--- src/tie_divider.sv ---
module tie_divider (
  input  logic        clk,
  input  logic        rst_n,
  input  logic        start,
  input  logic [31:0] dividend,
  input  logic [31:0] divisor,
  output logic        busy,
  output logic [31:0] quotient
);

  logic        busy_r, busy_nxt;
  logic [5:0]  cnt_r, cnt_nxt;
  logic [31:0] rem_r, rem_nxt;
  logic [31:0] quo_r, quo_nxt;
  logic [31:0] dvs_r, dvs_nxt;
  logic [32:0] trial;

  // restoring divide, one quotient bit a cycle
  always_comb begin
    busy_nxt = busy_r;
    cnt_nxt  = cnt_r;
    rem_nxt  = rem_r;
    quo_nxt  = quo_r;
    dvs_nxt  = dvs_r;
    trial    = {rem_r, quo_r[31]} - {1'b0, dvs_r};
    if (start) begin
      busy_nxt = 1'b1;
      cnt_nxt  = 6'd32;
      rem_nxt  = '0;
      quo_nxt  = dividend;
      dvs_nxt  = divisor;
    end else if (busy_r) begin
      if (!trial[32]) begin
        rem_nxt = trial[31:0];
        quo_nxt = {quo_r[30:0], 1'b1};
      end else begin
        rem_nxt = {rem_r[30:0], quo_r[31]};
        quo_nxt = {quo_r[30:0], 1'b0};
      end
      cnt_nxt = cnt_r - 1'b1;
      if (cnt_r == 6'd1) begin
        busy_nxt = 1'b0;
      end
    end
  end

  always_ff @(posedge clk) begin
    if (!rst_n) begin
      busy_r <= 1'b0;
      cnt_r  <= '0;
    end else begin
      busy_r <= busy_nxt;
      cnt_r  <= cnt_nxt;
    end
  end

  always_ff @(posedge clk) begin
    rem_r <= rem_nxt;
    quo_r <= quo_nxt;
    dvs_r <= dvs_nxt;
  end

  assign busy     = busy_r;
  assign quotient = quo_r;

endmodule

--- config.mk ---
export PLATFORM = sky130hd
export DESIGN_NAME = tie_divider
export DESIGN_NICKNAME = d
export VERILOG_FILES = /design/src/tie_divider.sv
export SDC_FILE = /design/constraint.sdc
export NUM_CORES = 1
export LEC_CHECK = 0
export BUFFER_PORTS_ARGS = -buffer_cell sky130_fd_sc_hd__clkbuf_2
export CELL_PAD_IN_SITES_DETAIL_PLACEMENT = 0
export CELL_PAD_IN_SITES_GLOBAL_PLACEMENT = 1
export CORE_ASPECT_RATIO = 1.2
export CORE_MARGIN = 1.5
export CORE_UTILIZATION = 45
export DETAILED_ROUTE_END_ITERATION = 8
export PLACE_DENSITY = 0.84
export SYNTH_ARGS = -nofsm -noshare
export SYNTH_HDL_FRONTEND = slang
export SYNTH_SLANG_ARGS = --single-unit
export TNS_END_PERCENT = 100
--- constraint.sdc ---
create_clock -name clk -period 5.6 [get_ports clk]
set_input_delay 0.28 -clock clk [delete_from_list [all_inputs] [get_ports clk]]
set_output_delay 0.28 -clock clk [all_outputs]
set_load 0.01 [all_outputs]
==> results_dict.tcl, run 1 <==
set metrics [dict create \
    post_cts_buffers 0 \
    grt_pass1_wl_um 20900 \
    yosys_warnings 0 \
    rrSetupSlack_ns 1.91 \
    placed_area_um2 6610 \
    port_buffers 99 \
    regArea_um2 2700 \
    start_kind "register" \
    root_buffer "clkbuf_16" \
    drive_gt1_share_pct 24.7 \
    grt_max_degree 57 \
    vias 4537 \
    rsz0062_at_grt "false" \
    top_usage_layer "met2" \
    rows 46 \
    route.detailed.drc 0 \
    die_w_um 108 \
    holdPathStages 1 \
    antenna_found_initial 0 \
    ys_seq_elements 103 \
    fin_skew_ns 0.00831 \
    use_met1_pct 22.8 \
    min_period_over_period_pct 66.0 \
    hold_class "in -> reg" \
    ant_nets 0 \
    ys_types 65 \
    die_area_um2 14000 \
    yosysTopAreaCell "edfxtp_1" \
    cts_tree "done" \
    power.density_nw_per_um2 300 \
    io_pins 100 \
    hp-start "divisor[26]" \
    worstPathRequired_ns 5.86 \
    min_period_ns 3.69 \
    drtPass1Iterations 4 \
    cap_violations 0 \
    dp_slack_ns 1.92 \
    synth_ff_type "edfxtp_1" \
    slew_headroom_pct 47.2 \
    cts-buffers-inserted 9 \
    cts_max_level 3 \
    final-setup-viol-count 0 \
    avgRoutedWirePerCell_um 15.4 \
    worst_pin_slew_ns 0.788 \
    multi_input_area_um2 3000 \
    cts_resized 0 \
    fmax_mhz 271 \
    globalplace.congestion 0.903 \
    power.leakage_nw 2.96 \
    cp_max_fo 21 \
    syn_avg_cell_area_um2 10.4 \
    use_met3_pct 4.02 \
    clk_pin_slew_worst_paths_ns 0.08 \
    hpwl_um 9240 \
    synth.top_cell.area_share_pct 32.1 \
    worstHoldEndpoint "dvs_r[26]" \
    track_usage_pct 19.1 \
    syn_nets 676 \
    ir_drop_v 0.000195 \
    outcome "finished, final reports clean" \
    final_util_pct 52.7 \
    final_max_slew_viol_count 0 \
    hold_buffers 0 \
    synthCells 574 \
    worst_setup_path_end_kind "register" \
    nNetsFinal 768 \
    cts.path.max_buffers 2 \
    drtIter0Drc 145 \
    nFillCells 1168 \
    synth_edf_count 64 \
    reg2regPathDepth 13 \
    n_antenna_cell 0 \
    fin_ws_ns 1.91 \
    grt_overflow 0 \
    start_util_pct 45.6 \
    finalHoldViolations 0 \
    wirelength_um 12900 \
    coreArea_um2 13100 \
    avgViaCountPerCell 5.41 \
    yosys-top-cells-area "edfxtp_1 32%, dfxtp_1 13%, ha_1 7.1%" \
    fin_area_um2 6910 \
    syn_to_final_growth_pct 15.5 \
    cts.sinks 103 \
    grt_pass1_vias 4482 \
    reg2reg_from "quotient[31]" \
    clock_latency_ns 0.36 \
    netlist_area_um2 5990 \
    grt_use_met2_pct 33.4 \
    fin_setup_tns_ns 0 \
    synth_seq_area_share_pct 45.2 \
    chipHeight_um 129 \
    r2r-end "rem_r[14]" \
    async_flop_share_pct 0 \
    criticalPathCategory "reg -> reg" \
    arrival_ns 3.96 \
]
==> placed cells by master (no fill, tap or decap), drive strengths merged, types with 4 or more instances in the layout <==
master	n
clkbuf	108
edfxtp	64
nand2	46
inv	44
nor2	41
dfxtp	39
a21oi	38
ha	34
mux2	31
o21ai	29
mux2i	26
a211oi	21
xnor2	19
a21o	14
xor2	12
nor4	9
nor2b	8
nand3	7
and3	7
nand2b	6
buf	6
nor3	5
a31oi	5
nor3b	4
==> worst max path at each step <==
stage | start | endpoint
floorplan | quotient[31] | rem_r[26]
global placement | quotient[31] | rem_r[4]
detailed placement | quotient[31] | rem_r[14]
CTS | quotient[31] | rem_r[14]
global route | quotient[31] | rem_r[14]
finish | quotient[31] | rem_r[14]
==> worst max-delay path: stages, from the launching register on <==
cell      delay (ns)
edfxtp_1        0.35
inv_1           0.06
ha_1            0.22
fa_1            0.40
nand2b_1        0.19
a21oi_2         0.21
o211ai_2        0.17
a21oi_4         0.20
o22ai_4         0.12
o21ai_4         0.24
xor2_4          0.62
buf_4           0.41
mux2i_1         0.12
a211oi_1        0.26
==> layout make-up <==
class | count | area share [%]
Clock buffer | 10 | 3.31
Clock inverter | 6 | 1.10
Inverter | 41 | 2.23
Multi-Input combinational cell | 407 | 43.5
Sequential cell | 103 | 39.1
Tap cell | 168 | 3.04
Timing Repair Buffer | 104 | 7.75
==> registers in the layout (all words and copies together), names as in the netlist <==
register  cells
dvs_r        32
quotient     32
rem_r        32
cnt_r         6
busy          1
==> where the power goes <==
part / total (mW) / leakage, nW / internal [mW] / switching (mW)
combinational: 0.497 / 1.86 / 0.218 / 0.279
clock: 0.660 / 0.143 / 0.355 / 0.305
sequential: 0.917 / 0.956 / 0.880 / 0.0373
total: 2.07 / 2.96 / 1.45 / 0.621
==> synth_stat cells (all sizes together) (4+ instances only) <==
library cell	count
a211oi	21
a21o	14
a21oi	38
a31oi	5
and3	7
buf	4
clkbuf	19
dfxtp	39
edfxtp	64
ha	34
inv	41
mux2	31
mux2i	26
nand2	46
nand2b	6
nand3	7
nor2	41
nor2b	8
nor3	5
nor3b	4
nor4	9
o21ai	29
xnor2	19
xor2	12
==> cells by family after synthesis <==
family                   after synthesis  share of synthesized area (%)
flip-flops                           103                           45.2
AND/OR/NAND/NOR                      145                           11.7
buffers and inverters                 64                           4.66
XOR/XNOR                              31                           4.85
AO/OA/AOI/OAI                        139                           16.0
adder cells (fa/ha/maj)               35                           7.44
multiplexers                          57                           10.2
==> metal layers <==
metal,routed length [µm],vias up
li1,-,2282
met1,5670,2133
met2,6370,102
met3,630,20
met4,273,0
met5,0,-
==> through the flow <==
| stage | hold WS, ns | power [mW] | cells |
|---|---|---|---|
| after floorplan | 0.379 | 1.30 | 574 |
| after global placement | 0.456 | 1.42 | 823 |
| after detailed placement | 0.459 | 1.43 | 823 |
| after CTS | 0.0820 | 2.09 | 839 |
| after global routing | 0.0801 | 2.18 | 839 |
| final | 0.0897 | 2.07 | 839 |
No activity file was read; power rests on OpenSTA's default activity.
==> run 2: changes to the inputs <==
--- a/config.mk
+++ b/config.mk
@@ -10,9 +10,9 @@
 export CELL_PAD_IN_SITES_GLOBAL_PLACEMENT = 1
 export CORE_ASPECT_RATIO = 1.2
 export CORE_MARGIN = 1.5
-export CORE_UTILIZATION = 45
+export CORE_UTILIZATION = 44
 export DETAILED_ROUTE_END_ITERATION = 8
-export PLACE_DENSITY = 0.84
+export PLACE_DENSITY = 0.83
 export SYNTH_ARGS = -nofsm -noshare
 export SYNTH_HDL_FRONTEND = slang
 export SYNTH_SLANG_ARGS = --single-unit
==> constraint.sdc (replaced) <==
create_clock -name clk -period 3.9 [get_ports clk]
set_input_delay 0.195 -clock clk [delete_from_list [all_inputs] [get_ports clk]]
set_output_delay 0.195 -clock clk [all_outputs]
set_load 0.01 [all_outputs]
==> run 2 against run 1 <==
Against the previous run:
- first-iteration DRC count is 18% higher
- total power is 42% higher
- non-clock buffer count is 25 higher
- via count is 2.7% higher
- clock skew is 0.0015 ns higher
- global-route usage is 0.84 points higher
- sequential share of layout area is 1.3 points lower
- sequential power is 44% higher
- combinational power is 49% higher
- routed wire length is 2.4% higher
- register-to-register slack worse by 1.3 ns
- final cell count is 3.0% higher
- highest routed layer unchanged
==> results_dict.tcl, run 2 (same netlist as run 1, synthesis figures left out) <==
set metrics [dict create \
    hold_class "in -> reg" \
    holdPathStages 1 \
    chipHeight_um 131 \
    hp-start "divisor[14]" \
    syn_to_final_growth_pct 19.5 \
    fin_setup_tns_ns 0 \
    route.detailed.drc 0 \
    crit_buf_inv 2 \
    vias 4660 \
    ir_drop_v 0.000314 \
    nFillCells 1216 \
    min_period_over_period_pct 84.2 \
    clk_pin_slew_worst_paths_ns 0.07 \
    cts.path.max_buffers 2 \
    antenna_found_initial 0 \
    nNetsFinal 793 \
    cts_tree "done" \
    finalHoldViolations 0 \
    n_antenna_cell 0 \
    ant_nets 0 \
    cap_violations 0 \
    whs_ns 0.0128 \
    coreArea_um2 13200 \
    grt_max_degree 58 \
    cp_slowest_cell "xor2_4" \
    power.density_nw_per_um2 413 \
    grt_pass1_vias 4786 \
    arrival_ns 3.50 \
    track_usage_pct 20.0 \
    port_buffers 99 \
    layout_common_cells "98 x clkbuf_2, 64 x edfxtp_1, 46 x nand2_1" \
    max_stage_delay_ns 0.41 \
    final_max_slew_viol_count 0 \
    hpwl_um 9610 \
    start_kind "register" \
    r2r-end "rem_r[19]" \
    min_period_ns 3.28 \
    worst_setup_path_end_kind "register" \
    cts-buffers-inserted 9 \
    post_cts_buffers 0 \
    final-setup-viol-count 0 \
    die_w_um 109 \
    avgViaCountPerCell 5.39 \
    worst_pin_slew_ns 0.701 \
    reg2reg_from "quotient[31]" \
    cts_max_level 3 \
    slew_headroom_pct 53.2 \
    rsz0062_at_grt "false" \
    fmax_mhz 305 \
    avgRoutedWirePerCell_um 15.3 \
    start_util_pct 45.2 \
    globalplace.congestion 0.952 \
    criticalPathCategory "reg -> reg" \
    drtPass1Iterations 4 \
    dp_slack_ns 0.617 \
    worstHoldEndpoint "dvs_r[14]" \
    layout_commonest_cell "clkbuf_2" \
    drive_gt1_share_pct 24.4 \
    crit_start "quotient[31]" \
    rrSetupSlack_ns 0.62 \
    grt_pass1_wl_um 22400 \
    reg2regPathDepth 13 \
    io_pins 100 \
    root_buffer "clkbuf_16" \
    grt_overflow 0 \
    cts.sinks 103 \
    outcome "finished, final reports clean" \
    clock_latency_ns 0.36 \
    die_area_um2 14300 \
    drtIter0Drc 171 \
    final_util_pct 54.0 \
    fin_ws_ns 0.618 \
    crit_family "compound AO/OA/AOI/OAI gates" \
    cp_max_fo 10 \
    total_power_mw 2.95 \
    path_cells "inv_1, ha_1, fa_1, nand2b_1, a21oi_2, o211ai_2, a21oi_4, o22ai_4, o21ai_4, xor2_4, buf_4, mux2i_1, a211oi_1" \
    power.leakage_nw 3.07 \
    wirelength_um 13300 \
    rows 46 \
    worstPathRequired_ns 4.11 \
    fin_skew_ns 0.00982 \
]
-- run 2: cell types whose count changed in the layout (fill, tap and decap cells not counted), moves of 2 or more --
cell	previous run	this run
inv_6	1	3
buf_4	6	8
clkinvlp_4	2	0
clkinv_2	0	2
dlygate4sd3_1	0	22
-- run 2: layout make-up --
cell class              instances  area, µm²  area share (%)
inverters                      41        154            2.15
flip-flops and latches        103       2700            37.8
clock buffers                   9        225            3.15
multi-input cells             407       3000            42.0
repair buffers                129        791            11.1
clock inverters                 7       63.8           0.892
well taps                     168        210            2.94
-- run 2: worst register-to-register path: cells and delay by family (launching register included) --
| kind | cells | cell delay, ns |
|---|---|---|
| compound gates | 6 | 1.00 |
| fa+ha+maj | 2 | 0.62 |
| xor+xnor | 1 | 0.41 |
| flops | 1 | 0.35 |
| buf+inv | 2 | 0.35 |
| mux | 1 | 0.22 |
| simple gates | 1 | 0.19 |
-- run 2: how the worst max path moves through the flow --
stage | to | slack [ns] | cells after the start
2_1_floorplan | rem_r[26] | 0.96 | 12
3_3_place_gp | rem_r[13] | 0.75 | 13
3_5_place_dp | rem_r[17] | 0.62 | 13
4_1_cts | rem_r[19] | 0.61 | 13
5_1_grt | rem_r[20] | 0.38 | 11
6_report | rem_r[19] | 0.62 | 13
-- run 2: repair_timing --
item                       in CTS  in global routing
setup endpoints to repair       0                  0
gates resized for setup         0                  0
hold buffers                   22                  0
hold endpoints to repair       22                  0
-- run 2: layer usage --
metal | track usage, % | up-vias | share of wire [%]
li1 | - | 2339 | -
met1 | 24.3 | 2195 | 44
met2 | 34.4 | 108 | 50
met3 | 5.11 | 18 | 5.2
met4 | 6.49 | 0 | 1.6
met5 | 0 | - | 0
-- run 2: power by group --
part | internal (mW) | total, mW | switching (mW)
Sequential | 1.26 | 1.32 | 0.0575
Clock | 0.448 | 0.891 | 0.443
Combinational | 0.335 | 0.739 | 0.404
Total | 2.05 | 2.95 | 0.905
-- run 2: metrics by stage --
stage,area (µm²),cells
final,7150,864
after detailed placement,6640,826
after floorplan,5990,574
after global routing,7150,864
after CTS,7150,864
after global placement,6640,826
