### src/tie_pkg.sv
package tie_pkg;

  localparam int NUM_REGS_DEF  = 16;
  localparam int MEM_BYTES_DEF = 65536;

  localparam int KIND_W  = 6;
  localparam int FAULT_W = 3;

  localparam logic [KIND_W-1:0] KIND_NOP      = 6'd0;
  localparam logic [KIND_W-1:0] KIND_MOV_RI8  = 6'd1;
  localparam logic [KIND_W-1:0] KIND_MOV_RI16 = 6'd2;
  localparam logic [KIND_W-1:0] KIND_MOV_RI32 = 6'd3;
  localparam logic [KIND_W-1:0] KIND_MOV_RM8  = 6'd4;
  localparam logic [KIND_W-1:0] KIND_MOV_RR   = 6'd5;
  localparam logic [KIND_W-1:0] KIND_MOV_MI8  = 6'd6;
  localparam logic [KIND_W-1:0] KIND_MOV_MI16 = 6'd7;
  localparam logic [KIND_W-1:0] KIND_MOV_MI32 = 6'd8;
  localparam logic [KIND_W-1:0] KIND_MOV_MM8  = 6'd9;
  localparam logic [KIND_W-1:0] KIND_MOV_MR32 = 6'd10;
  localparam logic [KIND_W-1:0] KIND_MOV_IND  = 6'd11;
  localparam logic [KIND_W-1:0] KIND_STI8     = 6'd12;
  localparam logic [KIND_W-1:0] KIND_STI16    = 6'd13;
  localparam logic [KIND_W-1:0] KIND_STI32    = 6'd14;
  localparam logic [KIND_W-1:0] KIND_JMP_REL  = 6'd15;
  localparam logic [KIND_W-1:0] KIND_JMP_ABS  = 6'd16;
  localparam logic [KIND_W-1:0] KIND_JMP_REG  = 6'd17;
  localparam logic [KIND_W-1:0] KIND_JNE      = 6'd18;
  localparam logic [KIND_W-1:0] KIND_CMP      = 6'd19;
  localparam logic [KIND_W-1:0] KIND_INC      = 6'd20;
  localparam logic [KIND_W-1:0] KIND_DEC      = 6'd21;
  localparam logic [KIND_W-1:0] KIND_HALT     = 6'd22;
  localparam logic [KIND_W-1:0] KIND_ADD_RR   = 6'd23;
  localparam logic [KIND_W-1:0] KIND_ADD_RI   = 6'd24;
  localparam logic [KIND_W-1:0] KIND_SUB_RR   = 6'd25;
  localparam logic [KIND_W-1:0] KIND_SUB_RI   = 6'd26;
  localparam logic [KIND_W-1:0] KIND_SUB_IR   = 6'd27;
  localparam logic [KIND_W-1:0] KIND_MUL_RR   = 6'd28;
  localparam logic [KIND_W-1:0] KIND_MUL_RI   = 6'd29;
  localparam logic [KIND_W-1:0] KIND_DIV_RR   = 6'd30;
  localparam logic [KIND_W-1:0] KIND_DIV_RI   = 6'd31;
  localparam logic [KIND_W-1:0] KIND_DIV_IR   = 6'd32;

  localparam logic [FAULT_W-1:0] FAULT_NONE = 3'd0;
  localparam logic [FAULT_W-1:0] FAULT_REG  = 3'd1;
  localparam logic [FAULT_W-1:0] FAULT_ADDR = 3'd2;
  localparam logic [FAULT_W-1:0] FAULT_DIV  = 3'd3;
  localparam logic [FAULT_W-1:0] FAULT_OP   = 3'd4;

  typedef struct packed {
    logic [KIND_W-1:0] kind;
    logic [7:0]        reg_a;
    logic [7:0]        reg_b;
    logic [7:0]        reg_dest;
    logic [31:0]       immediate;
    logic [31:0]       addr_dest;
    logic [31:0]       addr_src;
    logic [31:0]       next_ip;
  } in_item_t;

  typedef struct packed {
    logic [FAULT_W-1:0] fault_code;
    logic               stopped;
    logic               jump_taken;
    logic [31:0]        jump_target;
    logic               reg_write_en;
    logic [7:0]         reg_write_index;
    logic [31:0]        reg_write_value;
  } out_item_t;

endpackage

### src/tie_regfile.sv
module tie_regfile #(
  parameter int NUM_REGS = tie_pkg::NUM_REGS_DEF
) (
  input  logic                        clk,
  input  logic                        rst_n,
  input  logic [$clog2(NUM_REGS)-1:0] rd_a_addr,
  input  logic [$clog2(NUM_REGS)-1:0] rd_b_addr,
  output logic [31:0]                 rd_a_data,
  output logic [31:0]                 rd_b_data,
  input  logic                        wr_en,
  input  logic [$clog2(NUM_REGS)-1:0] wr_addr,
  input  logic [31:0]                 wr_data
);

  logic [31:0]         mem [NUM_REGS];
  logic [NUM_REGS-1:0] vld_r;
  logic [31:0]         q_a_r;
  logic [31:0]         q_b_r;
  logic                q_a_vld_r;
  logic                q_b_vld_r;

  always_ff @(posedge clk) begin
    if (wr_en) begin
      mem[wr_addr] <= wr_data;
    end
    q_a_r <= mem[rd_a_addr];
    q_b_r <= mem[rd_b_addr];
  end

  // entries never written read as zero
  always_ff @(posedge clk) begin
    if (!rst_n) begin
      vld_r     <= '0;
      q_a_vld_r <= 1'b0;
      q_b_vld_r <= 1'b0;
    end else begin
      if (wr_en) begin
        vld_r[wr_addr] <= 1'b1;
      end
      q_a_vld_r <= vld_r[rd_a_addr];
      q_b_vld_r <= vld_r[rd_b_addr];
    end
  end

  assign rd_a_data = q_a_vld_r ? q_a_r : 32'd0;
  assign rd_b_data = q_b_vld_r ? q_b_r : 32'd0;

endmodule

### config.mk
export PLATFORM = sky130hd
export DESIGN_NAME = tie_regfile
export DESIGN_NICKNAME = d
export VERILOG_FILES = /design/src/tie_pkg.sv /design/src/tie_regfile.sv
export SDC_FILE = /design/constraint.sdc
export NUM_CORES = 1
export LEC_CHECK = 0
export BUFFER_PORTS_ARGS = -buffer_cell sky130_fd_sc_hd__buf_2
export CORE_ASPECT_RATIO = 0.7
export CORE_MARGIN = 1.5
export CORE_UTILIZATION = 25
export CTS_CLUSTER_SIZE = 40
export DETAILED_ROUTE_END_ITERATION = 12
export SETUP_SLACK_MARGIN = 0.15
export SYNTH_ARGS = -nofsm -noshare
export SYNTH_HDL_FRONTEND = slang
export SYNTH_SLANG_ARGS = --single-unit
### constraint.sdc
create_clock -name clk -period 4.4 [get_ports clk]
set_input_delay 0 -clock clk [delete_from_list [all_inputs] [get_ports clk]]
set_output_delay 0 -clock clk [all_outputs]
set_load 0.05 [all_outputs]
==> results.py, run 1 <==
metrics = {
    "yosys": {
        "synth_seq_area_share": 0.668,
        "synth_cell_types": 23,
        "synth_most_common_cell": "edfxtp_1",
        "synth_edf_count": 512,
        "ys_seq_elements": 594,
        "async_reset_ff_frac": 0,
        "synth_area_leaders": "edfxtp_1 (60%), mux4_2 (23%), dfxtp_1 (6.4%)",
        "syn_area_um2": 25500,
        "yosys_warnings": 0,
        "synth_top_cell_area_share": 0.604,
        "avgSynthCellArea_um2": 19.8,
        "synthTopCellsByCount": "edfxtp_1 (512), mux4_2 (260), a22oi_1 (128)",
        "netlist_instances": 1284,
        "syn_nets": 1331,
        "synthFlopType": "edfxtp_1",
        "yosysTopAreaCell": "edfxtp_1",
    },
    "clocking": {
        "numCtsBuffers": 57,
        "cts_tree": "done",
        "cts_buffer_depth": 3,
        "clock_tree.htree_level_count": 2,
        "post_cts_buffers": 0,
        "cts_hold_buffers": 39,
        "cts.clk_slew.worst_paths_ns": 0.06,
        "cts-resized-gates": 0,
        "clk_latency_ns": 0.63,
        "cts_sinks": 594,
        "clockRootBuffer": "clkbuf_16",
    },
    "floorplanning": {
        "die_w_um": 384,
        "fp.dieArea_um2": 104000,
        "coreArea_um2": 100000,
        "num_rows": 97,
        "start_util": 0.253,
        "die_h_um": 270,
        "pin_count": 111,
    },
    "setup_path": {
        "critPathArrivalTime_ns": 2.64,
        "critPathCaptureType": "flip-flop",
        "cp-start-kind": "input pin",
        "cp_cell_sequence": "clkbuf_8, buf_4, mux4_2, o211ai_1, o22ai_1, dlygate4sd3_1",
        "crit_required_ns": 4.91,
        "crit_buf_inv": 3,
        "critical_path.slowest_cell": "clkbuf_8",
        "startpoint": "rd_b_addr[0]",
        "crit_family": "buffers and inverters",
        "path_class": "input pin to flip-flop",
        "cp_max_fo": 59,
        "timing.rr.start": "vld_r[10]$_SDFFE_PN0P_",
        "max_stage_delay_ns": 0.64,
    },
    "place": {
        "globalplace.congestion": 0.751,
        "port_buffers": 110,
        "dp_hpwl_um": 40900,
        "dp.cells": 2667,
    },
    "power_and_ir_drop": {
        "max-vdd-ir-drop_v": 0.000290,
        "p_total_w": 0.0123,
        "p_leak_nw": 9.64,
        "cellPowerDensity_nw_per_um2": 411,
    },
    "sta": {
        "finClkSkew_ns": 0.0243,
        "period_share": 0.485,
        "worst_slew_pin_slew_ns": 1.18,
        "rsz0062_at_grt": "no",
        "finalHoldViolations": 0,
        "finalSetupTns_ns": 0,
        "timing.final.crit_period_ns": 2.13,
        "max_freq_mhz": 469,
        "drv_slew": 0,
        "slew_headroom": 0.213,
        "finalSetupViolCount": 0,
    },
    "grt": {
        "antenna_found_initial": 2,
        "grt_pass1_wl_um": 104000,
        "grt.total_usage": 0.137,
        "grt_max_degree": 100,
        "grt_overflow": 0,
        "grt_pass1_vias": 14700,
    },
    "layout": {
        "n_antenna_cell": 0,
        "syn_to_final_growth_pct": 17.2,
        "nets": 1476,
        "finish.cell_count_without_fillers": 2812,
        "drive_above_1_share": 0.348,
        "fin_util": 0.297,
    },
    "routing": {
        "route.detailed.drc": 0,
        "dr.pass1.iters": 5,
        "routed_wl_um": 71800,
        "wl_per_cell_um": 25.5,
        "drt_iter0_markers": 1672,
        "vias": 13800,
        "ant_nets": 0,
        "viasPerCell": 4.91,
    },
    "outcome": {
        "outcome": "complete, no violations",
    },
    "run": {
        "cap_violations": 0,
    },
    "hold_path": {
        "hp-class": "input pin to flip-flop",
        "hp-start": "rd_b_addr[2]",
    },
}
## registers in the layout, summed over array words and instances (netlist names)
signal	count
mem	512
q_a_r	32
q_b_r	32
vld_r	16
q_a_vld_r	1
q_b_vld_r	1
## tightest hold or removal path, cell delays in order
cell,delay [ns]
buf_2,0.20
nor2_4,0.29
a22oi_1,0.11
nand2_1,0.05
## report_power, final
group | switching (W) | total (W) | internal, W | leakage, nW
Clock | 0.00211 | 0.00486 | 0.00275 | 0.879
Sequential | 0.0000882 | 0.00638 | 0.00629 | 5.31
Combinational | 0.000606 | 0.00102 | 0.000414 | 3.45
Total | 0.00280 | 0.0123 | 0.00945 | 9.64
## path summary, 6_finish.rpt
kind,to,slack [ns],cells after the start
max reg2reg,q_a_vld_r$_SDFF_PN0_,2.51,5
min reg2reg,vld_r[6]$_SDFFE_PN0P_,0.49,1
min,q_b_r[26]$_DFF_P_,0.07,4
max,q_b_vld_r$_SDFF_PN0_,2.27,6
## layout by cell type, fill, tap and decap left out, types with 4 or more instances in the layout
cell type / netlist / layout
mux4_2: 260 / 260
edfxtp_1: 512 / 512
bufinv_16: 0 / 6
mux2i_1: 7 / 7
o21a_1: 16 / 16
nor2b_4: 0 / 4
nand3_1: 4 / 4
dlygate4sd3_1: 0 / 39
a22oi_1: 128 / 128
clkinv_2: 0 / 10
clkbuf_16: 0 / 57
clkinv_1: 0 / 10
clkbuf_1: 57 / 17
buf_4: 1 / 35
dfxtp_1: 82 / 80
nand3b_1: 4 / 4
and2_1: 66 / 64
nor2_4: 0 / 14
nand2b_1: 5 / 5
nor3_2: 0 / 4
buf_2: 27 / 106
nand2_1: 69 / 69
## logic make-up (layout without fill, tap and decap cells)
group	count (synthesis)	in the layout	synth area share
AO/OA/AOI/OAI	150	150	0.0442
buffers and inverters	100	292	0.0206
flip-flops	594	594	0.668
multiplexers	268	268	0.233
AND/OR/NAND/NOR	172	172	0.0340
## metrics by stage
stage               hold WS (ns)  area, um2  setup slack, ns
finish                    0.0661      29900             2.27
global route              0.0816      29900             2.11
CTS                       0.0268      29900             2.15
detailed placement         0.353      27700             2.04
global placement           0.337      27700             2.00
floorplan                 0.0989      25500             1.17
## layer usage
metal,wire length (um),vias to the layer above,GRT usage
met5,13,-,0
met4,1120,2,0.0297
met3,4980,85,0.0265
met2,34800,568,0.222
met1,30900,7411,0.190
li1,-,5730,-
## cell type report
| cell class | count | area [um2] |
|---|---|---|
| sequential | 594 | 17000 |
| timing repair buffer | 186 | 1270 |
| multi-input combinational | 590 | 8090 |
| fill | 9817 | 70600 |
| clock buffer | 75 | 1500 |
| tap | 1336 | 1670 |
| clock inverter | 31 | 308 |
Power figures use the tool's default switching activity.
==> run 2: changes to the inputs <==
- clock period: 4.4 -> 2.1 ns (I/O delays scaled with it)
==> results.py, run 2 (synthesis gave the netlist of run 1 again) <==
metrics = {
    "outcome": {
        "outcome": "complete, no violations",
    },
    "grt": {
        "grt_util_met1": 0.190,
        "busiest_layer": "met2",
        "grt_pass1_wl_um": 106000,
        "grtUsageMet2": 0.225,
        "grt_overflow": 0,
        "grt_max_degree": 62,
        "antenna_found_initial": 5,
        "grt_pass1_vias": 14900,
        "use_met3": 0.0332,
        "grt.total_usage": 0.139,
    },
    "floorplanning": {
        "coreArea_um2": 100000,
        "fp.dieArea_um2": 104000,
        "start_util": 0.253,
        "die_h_um": 270,
        "num_rows": 97,
        "die_w_um": 384,
        "pin_count": 111,
    },
    "setup_path": {
        "cp_cell_sequence": "mux4_2, nand2b_1, o311ai_0, o22ai_1, dlygate4sd3_1",
        "max_stage_delay_ns": 0.57,
        "cp-start-kind": "flip-flop",
        "r2r_setup_slack_ns": 0.27,
        "path_class": "flip-flop to flip-flop",
        "critPathCaptureType": "flip-flop",
        "crit_required_ns": 2.59,
        "critPathArrivalTime_ns": 2.32,
        "cp_max_fo": 3,
        "critical_path.slowest_cell": "dlygate4sd3_1",
    },
    "clocking": {
        "cts_buffer_depth": 3,
        "cts_sinks": 594,
        "cts_tree": "done",
        "clockRootBuffer": "clkbuf_16",
        "clk_latency_ns": 0.60,
        "numCtsBuffers": 53,
        "cts.clk_slew.worst_paths_ns": 0.07,
        "clock_tree.htree_level_count": 2,
    },
    "sta": {
        "timing.final.crit_period_ns": 1.83,
        "drv_slew": 0,
        "worst_slack_ns": 0.271,
        "rsz0062_at_grt": "no",
        "worst_slew_pin_slew_ns": 0.631,
        "max_freq_mhz": 547,
        "finalSetupViolCount": 0,
        "period_share": 0.871,
        "slew_headroom": 0.580,
        "finalHoldViolations": 0,
        "finClkSkew_ns": 0.0125,
    },
    "hold_path": {
        "hp-class": "input pin to flip-flop",
    },
    "routing": {
        "routed_wl_um": 73000,
        "vias": 14000,
        "dr.pass1.iters": 5,
        "drt_iter0_markers": 1592,
        "ant_nets": 0,
        "route.detailed.drc": 0,
        "wl_per_cell_um": 25.7,
        "viasPerCell": 4.95,
    },
    "run": {
        "cap_violations": 0,
    },
    "layout": {
        "reg_top3": "mem x512, q_a_r x32, q_b_r x32",
        "layout_commonest_cell": "edfxtp_1",
        "syn_to_final_growth_pct": 19.5,
        "finish.cell_count_without_fillers": 2836,
        "final_cell_mix": "edfxtp_1 (512), mux4_2 (260), a22oi_1 (128)",
        "largest_reg_flops": 512,
        "drive_above_1_share": 0.364,
        "nets": 1501,
        "regMostFlops": "mem",
    },
    "power_and_ir_drop": {
        "max-vdd-ir-drop_v": 0.000635,
        "cellPowerDensity_nw_per_um2": 831,
        "p_leak_nw": 9.89,
    },
    "place": {
        "globalplace.congestion": 0.735,
        "port_buffers": 110,
        "dp.cells": 2692,
        "dp_hpwl_um": 42300,
        "post-place-ws_ns": 0.429,
    },
}
-- run 2: cell count changes in the layout (fill, tap and decap cells not counted), sizes merged --
| cell | before | now |
|---|---|---|
| clkinvlp | 3 | 0 |
| clkinv | 20 | 21 |
| diode | 0 | 2 |
| clkbuf | 77 | 75 |
| buf | 145 | 174 |
| inv | 2 | 3 |
| bufinv | 6 | 2 |
-- run 2: metrics by stage --
stage / TNS [ns] / power, W / hold WS (ns) / util / area [um2]
after floorplan: -25.28 / 0.0149 / 0.0989 / - / 25500
after global placement: 0 / 0.0158 / 0.369 / 0.282 / 28300
after detailed placement: 0 / 0.0158 / 0.378 / 0.282 / 28300
after CTS: 0 / 0.0255 / 0.0506 / 0.303 / 30400
after global routing: 0 / 0.0261 / 0.0573 / 0.303 / 30400
final: 0 / 0.0253 / 0.0684 / 0.303 / 30400
-- run 2: worst paths after layout --
path	startpoint	endpoint	cells after the start
worst max-delay path	vld_r[15]$_SDFFE_PN0P_	q_a_vld_r$_SDFF_PN0_	5
worst min-delay path	rd_a_addr[0]	q_a_r[21]$_DFF_P_	4
worst max register to register	vld_r[15]$_SDFFE_PN0P_	q_a_vld_r$_SDFF_PN0_	5
worst min register to register	vld_r[12]$_SDFFE_PN0P_	vld_r[12]$_SDFFE_PN0P_	1
-- run 2: layout make-up --
type                            instances  area, um2
Clock buffer                           73       1500
Clock inverter                         26        188
Antenna cell                            2       5.00
Timing Repair Buffer                  215       1940
Multi-Input combinational cell        590       8110
Fill cell                            9805      70100
Tap cell                             1336       1670
Sequential cell                       594      17000
-- run 2: power by group --
group	internal (W)	leakage (nW)	switching [W]
registers	0.0132	5.31	0.000166
logic	0.000967	3.73	0.00132
clock network	0.00526	0.845	0.00441
total	0.0194	9.89	0.00589
-- run 2: repair_timing --
| action | 4_1_cts | 5_1_grt |
|---|---|---|
| hold endpoints to repair | 530 | 0 |
| setup endpoints to repair | 21 | 1 |
| hold buffers | 39 | 0 |
| setup buffers | 4 | 0 |
| gates resized for setup | 1 | 1 |
-- run 2: layer usage --
layer	vias to the layer above	wire length [um]
met5	-	38
met4	6	1480
met3	114	6160
met2	684	35200
met1	7454	30100
li1	5787	-
-- run 2: critical path, delay by kind of cell, from the launching register on --
| kind | cells | cell delay, ns |
|---|---|---|
| buffers and inverters | 1 | 0.57 |
| muxes | 1 | 0.45 |
| DFF | 1 | 0.33 |
| AOI/OAI and AO/OA | 2 | 0.21 |
| and+or+nand+nor | 1 | 0.15 |
